### config.mk
export PLATFORM = sky130hd
export DESIGN_NAME = alpha_over_blend
export DESIGN_NICKNAME = d
export VERILOG_FILES = /design/src/aob_pkg.sv /design/src/aob_front.sv /design/src/aob_div_stage.sv /design/src/alpha_over_blend.sv
export SDC_FILE = /design/constraint.sdc
export NUM_CORES = 2
export LEC_CHECK = 0
export BUFFER_PORTS_ARGS = -buffer_cell sky130_fd_sc_hd__buf_4
export CAP_MARGIN = 40
export CORE_MARGIN = 1
export CORE_UTILIZATION = 55
export CTS_CLUSTER_DIAMETER = 30
export DETAILED_ROUTE_END_ITERATION = 10
export GPL_TIMING_DRIVEN = 0
export PLACE_DENSITY = 0.74
export SYNTH_ARGS = -nofsm -noshare
export SYNTH_HDL_FRONTEND = slang
export SYNTH_SLANG_ARGS = --single-unit
### constraint.sdc
create_clock -name clk_i -period 5.9 [get_ports clk_i]
set_input_delay 0.295 -clock clk_i [delete_from_list [all_inputs] [get_ports clk_i]]
set_output_delay 0.295 -clock clk_i [all_outputs]
set_load 0.02 [all_outputs]
### src/aob_pkg.sv
// ----------------------------------------------------------------------------
// aob_pkg
// widths, constants and shared types of the alpha over blend pipeline
// ----------------------------------------------------------------------------
package aob_pkg;

  localparam int unsigned PixW      = 32;
  localparam int unsigned ByteW     = 8;
  localparam int unsigned WghtW     = 16;
  localparam int unsigned NumW      = 24;
  localparam int unsigned Lanes     = 3;
  localparam int unsigned DivStages = 8;
  localparam int unsigned InW       = 2 * PixW;
  localparam int unsigned AlphaMulW = 26;

  localparam logic [ByteW-1:0]     ByteMax  = 8'hFF;
  localparam logic [AlphaMulW-1:0] AlphaMul = 26'd257;

  // one word in flight through the divider
  typedef struct packed {
    logic [Lanes-1:0][NumW-1:0]  rem;
    logic [Lanes-1:0][ByteW-1:0] quo;
    logic [WghtW-1:0]            den;
    logic [ByteW-1:0]            alpha;
    logic                        zero;
  } div_word_t;

endpackage

### src/aob_front.sv
// ----------------------------------------------------------------------------
// aob_front
// three register stages: weights, products, then numerators, alpha and zero
// ----------------------------------------------------------------------------
module aob_front (
  input  logic                          clk_i,
  input  logic                          rst_ni,
  input  logic                          in_valid_i,
  output logic                          in_ready_o,
  input  logic [aob_pkg::PixW-1:0]      src_i,
  input  logic [aob_pkg::PixW-1:0]      dst_i,
  output logic                          out_valid_o,
  input  logic                          out_ready_i,
  output aob_pkg::div_word_t            out_o
);

  localparam int unsigned BW = aob_pkg::ByteW;
  localparam int unsigned WW = aob_pkg::WghtW;
  localparam int unsigned NW = aob_pkg::NumW;
  localparam int unsigned LN = aob_pkg::Lanes;

  logic v1_q, v2_q, v3_q;
  logic rdy1, rdy2, rdy3;

  logic [WW-1:0]          ws_d, wd_d, ws_q, wd_q;
  logic [LN-1:0][BW-1:0]  cs_q, cd_q;
  logic [LN-1:0][NW-1:0]  ps_d, pd_d, ps_q, pd_q;
  logic [WW-1:0]          den_d, den_q;
  logic [BW-1:0]          as_w, ad_w, inv_as;
  logic [aob_pkg::AlphaMulW-1:0] amul;
  aob_pkg::div_word_t     word_d, word_q;

  assign rdy3       = !v3_q || out_ready_i;
  assign rdy2       = !v2_q || rdy3;
  assign rdy1       = !v1_q || rdy2;
  assign in_ready_o = rdy1;

  // stage 1: source and destination weights
  assign as_w   = src_i[aob_pkg::PixW-1 -: BW];
  assign ad_w   = dst_i[aob_pkg::PixW-1 -: BW];
  assign inv_as = aob_pkg::ByteMax - as_w;
  assign ws_d   = {as_w, {BW{1'b0}}} - WW'(as_w);
  assign wd_d   = WW'(ad_w) * WW'(inv_as);

  // stage 2: per-lane products and the denominator
  always_comb begin
    for (int c = 0; c < LN; c++) begin
      ps_d[c] = NW'(cs_q[c]) * NW'(ws_q);
      pd_d[c] = NW'(cd_q[c]) * NW'(wd_q);
    end
    den_d = WW'(ws_q + wd_q);
  end

  // stage 3: numerators, alpha by reciprocal of 255, zero flag
  assign amul = (aob_pkg::AlphaMulW'(den_q) + aob_pkg::AlphaMulW'(1)) * aob_pkg::AlphaMul;

  always_comb begin
    for (int c = 0; c < LN; c++) begin
      word_d.rem[c] = ps_q[c] + pd_q[c];
      word_d.quo[c] = '0;
    end
    word_d.den   = den_q;
    word_d.alpha = amul[2*BW +: BW];
    word_d.zero  = (den_q == '0);
  end

  always_ff @(posedge clk_i or negedge rst_ni) begin
    if (!rst_ni) begin
      v1_q <= 1'b0;
      v2_q <= 1'b0;
      v3_q <= 1'b0;
    end else begin
      if (rdy1) v1_q <= in_valid_i;
      if (rdy2) v2_q <= v1_q;
      if (rdy3) v3_q <= v2_q;
    end
  end

  always_ff @(posedge clk_i) begin
    if (rdy1 && in_valid_i) begin
      ws_q <= ws_d;
      wd_q <= wd_d;
      for (int c = 0; c < LN; c++) begin
        cs_q[c] <= src_i[c*BW +: BW];
        cd_q[c] <= dst_i[c*BW +: BW];
      end
    end
    if (rdy2 && v1_q) begin
      ps_q  <= ps_d;
      pd_q  <= pd_d;
      den_q <= den_d;
    end
    if (rdy3 && v2_q) begin
      word_q <= word_d;
    end
  end

  assign out_valid_o = v3_q;
  assign out_o       = word_q;

endmodule

### src/aob_div_stage.sv
// ----------------------------------------------------------------------------
// aob_div_stage
// one restoring division step: one quotient bit for each colour lane
// ----------------------------------------------------------------------------
module aob_div_stage #(
  parameter int unsigned BIT = 0
) (
  input  logic               clk_i,
  input  logic               rst_ni,
  input  logic               in_valid_i,
  output logic               in_ready_o,
  input  aob_pkg::div_word_t in_i,
  output logic               out_valid_o,
  input  logic               out_ready_i,
  output aob_pkg::div_word_t out_o
);

  localparam int unsigned NW = aob_pkg::NumW;
  localparam int unsigned BW = aob_pkg::ByteW;

  logic               v_q;
  logic               rdy;
  logic [NW-1:0]      dsh;
  aob_pkg::div_word_t word_d, word_q;

  assign rdy        = !v_q || out_ready_i;
  assign in_ready_o = rdy;
  assign dsh        = NW'(in_i.den) << BIT;

  always_comb begin
    word_d = in_i;
    for (int c = 0; c < aob_pkg::Lanes; c++) begin
      if (in_i.rem[c] >= dsh) begin
        word_d.rem[c] = in_i.rem[c] - dsh;
        word_d.quo[c] = {in_i.quo[c][BW-2:0], 1'b1};
      end else begin
        word_d.quo[c] = {in_i.quo[c][BW-2:0], 1'b0};
      end
    end
  end

  always_ff @(posedge clk_i or negedge rst_ni) begin
    if (!rst_ni) begin
      v_q <= 1'b0;
    end else if (rdy) begin
      v_q <= in_valid_i;
    end
  end

  always_ff @(posedge clk_i) begin
    if (rdy && in_valid_i) begin
      word_q <= word_d;
    end
  end

  assign out_valid_o = v_q;
  assign out_o       = word_q;

endmodule

### src/alpha_over_blend.sv
// ----------------------------------------------------------------------------
// alpha_over_blend
// source-over-destination compositing of straight-alpha argb8888 pixels
// ----------------------------------------------------------------------------
// the slave channel takes one pixel pair per word: source pixel in tdata
// bits 31:0, destination pixel in bits 63:32, alpha in the top byte of each.
// the master channel gives one composited argb pixel per word.
// one pair enters per clock unless the master side stalls; each word passes
// through three stages for weights, products and numerators, eight restoring
// divider stages (one quotient bit each, shared denominator for the three
// colour lanes) and the output register.
// the divider chain sets throughput: a new word every cycle unless stalled.
// every stage holds its own valid bit, so bubbles close up and input is still
// taken while a finished pixel waits on tready.
// when tready stays low, each stage holds its word and nothing is dropped or
// repeated; tready on the slave side falls only once every stage is full.
// reset clears all valid bits; the pipeline comes up empty.
// ----------------------------------------------------------------------------
module alpha_over_blend (
  input  logic                     clk_i,
  input  logic                     rst_ni,
  input  logic                     s_axis_tvalid,
  output logic                     s_axis_tready,
  // new_pixel [31:0], current_pixel [63:32]
  input  logic [aob_pkg::InW-1:0]  s_axis_tdata,
  output logic                     m_axis_tvalid,
  input  logic                     m_axis_tready,
  // blended_pixel [31:0]
  output logic [aob_pkg::PixW-1:0] m_axis_tdata
);

  localparam int unsigned DS = aob_pkg::DivStages;

  aob_pkg::div_word_t      dw   [DS+1];
  logic [DS:0]             dv;
  logic [DS:0]             dr;
  logic                    out_v_q;
  logic                    out_rdy;
  logic [aob_pkg::PixW-1:0] pix_d, pix_q;

  aob_front u_front (
    .clk_i       (clk_i),
    .rst_ni      (rst_ni),
    .in_valid_i  (s_axis_tvalid),
    .in_ready_o  (s_axis_tready),
    .src_i       (s_axis_tdata[aob_pkg::PixW-1:0]),
    .dst_i       (s_axis_tdata[aob_pkg::InW-1:aob_pkg::PixW]),
    .out_valid_o (dv[0]),
    .out_ready_i (dr[0]),
    .out_o       (dw[0])
  );

  for (genvar k = 0; k < DS; k++) begin : g_div
    aob_div_stage #(
      .BIT (DS - 1 - k)
    ) u_stage (
      .clk_i       (clk_i),
      .rst_ni      (rst_ni),
      .in_valid_i  (dv[k]),
      .in_ready_o  (dr[k]),
      .in_i        (dw[k]),
      .out_valid_o (dv[k+1]),
      .out_ready_i (dr[k+1]),
      .out_o       (dw[k+1])
    );
  end

  // output register, zero pixel when both alphas are zero
  assign out_rdy = !out_v_q || m_axis_tready;
  assign dr[DS]  = out_rdy;

  always_comb begin
    pix_d = {dw[DS].alpha, dw[DS].quo[2], dw[DS].quo[1], dw[DS].quo[0]};
    if (dw[DS].zero) begin
      pix_d = '0;
    end
  end

  always_ff @(posedge clk_i or negedge rst_ni) begin
    if (!rst_ni) begin
      out_v_q <= 1'b0;
    end else if (out_rdy) begin
      out_v_q <= dv[DS];
    end
  end

  always_ff @(posedge clk_i) begin
    if (out_rdy && dv[DS]) begin
      pix_q <= pix_d;
    end
  end

  assign m_axis_tvalid = out_v_q;
  assign m_axis_tdata  = pix_q;

endmodule

==> results by group <==
Run status
  – Status: finished, final reports clean

Detailed routing
  – 1st-iter DRT viols: 3,589
  – Vias: 62,268
  – Routed WL per cell: approximately 22 um
  – DR pass1 iterations: 6
  – Routed WL: 239 mm
  – Routed Antenna Nets: 0
  – Post-DR vias/cell: 5.62
  – DRC: 0

Global routing
  – Global-route wire length before repair: 366 mm
  – Initial antenna violation count: 5
  – Vias in the first global route: between 60,000 and 70,000
  – Remaining Overflow, GRT: 0
  – Largest net degree at the start of global routing: 76
  – Total Routing Usage GR: 29.6%

Logic synthesis
  – Synth Warn #: 0
  – Post-synth top flop: edfxtp_1
  – Share of the synthesized area in the top cell type: 39.4%
  – Synth unique cells: 91
  – Post-synthesis register bit count: 1,177
  – Top cells by area, synth: edfxtp_1, fa_1, ha_1
  – Syn avg cell area: roughly 11 um^2
  – FFs w/ async S/R, synth: 1.02%
  – Post-synth EDFFs: roughly 1,200
  – Syn Inst Count: 8,222
  – Sequential share of the synthesized area: 39.7%
  – Synthesized area: 88,800 um^2
  – Largest area contributor in the netlist: edfxtp_1
  – Synth Net Count: 9,650

STA
  – F_max: about 170 MHz
  – Setup_tns: 0 ns
  – Final Setup Violations: 0
  – Slew Limit Fails: 0
  – Fin crit period: around 5.7 ns
  – Slew at the pin with the worst max-slew slack: 0.936 ns
  – Setup Skew: 0.0970 ns
  – Final Cycle Share: a little over nine tenths
  – Max-slew headroom: between 30% and 40%
  – Hold Vio Cnt, Final: 0

Floorplan
  – Initial Util: roughly 55%
  – Die Span Y: 404 um
  – Die Area: ~160,000 um^2
  – IO Count: 102
  – Chip Width: 404 um
  – Placement Rows: 147
  – Core Area: 160,000 um^2

Placement
  – Placed Instances: 10,504
  – Port Buffers: 100
  – Post-DP HPWL: between 150 and 200 mm
  – GP Congestion: 0.991

Worst setup path
  – Worst path arrival time: 6.36 ns
  – Crit-path max FO: 10
  – Type of the worst setup path: flip-flop to flip-flop
  – Startpoint types: flip-flop
  – WP data required: 6.53 ns
  – Worst R2R Setup Slack: about 0.16 ns
  – Element type at the critical path end: flip-flop

Min path
  – Min-delay worst type: primary input to flip-flop

CTS
  – TritonCTS Buffers: 280
  – Maximum buffer depth of the clock tree: 4
  – CTS clk-pin slew, worst paths: 0.05 ns
  – Clock latency on the worst-skew pair: 0.93 ns
  – CTS Root Cell: clkbuf_16
  – CTS tree: built
  – Clock sink count: 1,177
  – H-tree Lvls: 5

Final layout
  – Layout cell share with drive strength beyond 1: 8.77%
  – Nets: 10,139
  – Final Util: 64.1%
  – Finished Layout Cells: 11,073
  – Layout area overhead: 15.8%

Flow run
  – Max_cap viols: 0
sequential cells by signal, summed over array words and instances (netlist names):
name / count
u_front.den_q: 16
u_front.pd_q: 72
m_axis_tvalid: 1
u_front.cd_q: 24
u_front.out_valid_o: 1
g_div.u_stage.out_o: 796
g_div.u_stage.out_valid_o: 8
u_front.ws_q: 16
m_axis_tdata: 32
u_front.v1_q: 1
u_front.v2_q: 1
u_front.out_o: 97
u_front.cs_q: 24
u_front.wd_q: 16
u_front.ps_q: 72
cell usage after synthesis, drive strengths merged, types with 17 or more instances:
cell type,instances
a21o,186
nor2,484
or3,40
a21boi,31
nand2b,113
nand3b,17
clkbuf,171
edfxtp,1165
o21a,91
a31oi,38
nand3,98
nor3,139
nand2,473
inv,974
o41ai,18
nor2b,168
and3,34
o21bai,51
or2,32
xnor2,367
fa,565
o31ai,31
o211ai,28
nand4,65
mux2,109
a211oi,39
xor2,168
nor4,36
a21oi,478
ha,795
and2,644
buf,22
o21ai,308
cell type report:
type / instances / area, um^2
fill: 12522 / 57500
multi-input combinational: 5878 / 49300
sequential: 1177 / 35300
clock buffer: 314 / 7240
inverter: 974 / 3660
tap: 2160 / 2700
timing repair buffer: 207 / 2010
clock inverter: 165 / 1880
buffer: 193 / 816
antenna: 5 / 12.5
cells by family (layout without fill, tap and decap cells):
group,Yosys count,after routing,synth area share [%]
AND/OR/NAND/NOR,2409,2409,14.1
AO/OA/AOI/OAI,1450,1450,10.4
multiplexers,124,124,1.55
flip-flops,1177,1177,39.7
buffers and inverters,1167,1853,4.97
other,0,5,0
XOR/XNOR,535,535,5.27
adder cells (fa/ha/maj),1360,1360,23.9
what timing repair did:
item	4_1_cts	5_1_grt
hold buffers	65	0
endpoints found under the setup margin	18	17
hold endpoints to repair	100	0
gates resized for setup	29	47
setup buffers	7	13
worst max-delay path: stages (launching register included):
cell and delay, ns:
edfxtp_1 0.68, clkbuf_2 0.39, nand2_1 0.13, fa_1 0.53
fa_1 0.49, inv_1 0.05, fa_1 0.49, inv_1 0.05
fa_1 0.47, inv_1 0.04, ha_1 0.33, a21boi_1 0.19
o311a_1 0.41, a221oi_1 0.50, o221a_2 0.33, o311ai_1 0.12
a21oi_1 0.19, xnor2_1 0.07
cells in the final DEF, fill, tap and decap left out, types with 34 or more instances in the layout:
master,instances
buf_4,123
a31oi_1,37
dlygate4sd3_1,65
nor3_1,138
bufinv_16,34
clkbuf_2,36
nor2_1,483
nand3_1,98
o21bai_1,51
fa_1,565
nand2_1,473
and3_1,34
nor2b_1,165
xor2_1,168
or3_1,40
a211oi_1,39
nor4_1,36
a21o_1,186
inv_1,969
clkbuf_16,285
mux2_2,64
and2_1,635
ha_1,795
clkbuf_1,158
o21a_1,91
edfxtp_1,1165
nand4_1,65
a21oi_1,478
nand2b_1,113
o21ai_0,257
xnor2_1,363
mux2_1,45
o21ai_1,49
metrics by stage:
stage / instance area, um^2 / hold slack, ns / setup WS (ns)
after CTS: 103000 / 0.0386 / 0.00218
after detailed placement: 92800 / 0.145 / -0.427
final: 103000 / 0.111 / 0.161
after floorplan: 88800 / -0.000591 / 0.448
after global placement: 92300 / 0.140 / -1.33
after global routing: 103000 / 0.110 / -0.00483
worst paths after layout:
check                                               end  cells after the start                  startpoint
setup / recovery                       u_front.ps_q[71]                     17             u_front.ws_q[2]
hold reg to reg              g_div[1].u_stage.out_o[26]                      0  g_div[0].u_stage.out_o[25]
hold / removal                          u_front.ws_q[7]                      3            s_axis_tdata[31]
max in group asynchronous                  u_front.v2_q                      3                      rst_ni
min in group asynchronous  g_div[6].u_stage.out_valid_o                      3                      rst_ni
setup reg to reg                       u_front.ps_q[71]                     17             u_front.ws_q[2]
layer usage:
| layer | share of wire (%) | global-route usage [%] | routed length [um] |
|---|---|---|---|
| met1 | 36 | 31.4 | 86300 |
| met4 | 9.4 | 24.2 | 22400 |
| met2 | 50 | 52.3 | 119000 |
| met3 | 4.6 | 4.34 | 10900 |
| met5 | 0 | 0 | 0 |
Power is not shown: default switching activity piles up to over one toggle a cycle in this logic, so the estimate is an artifact.
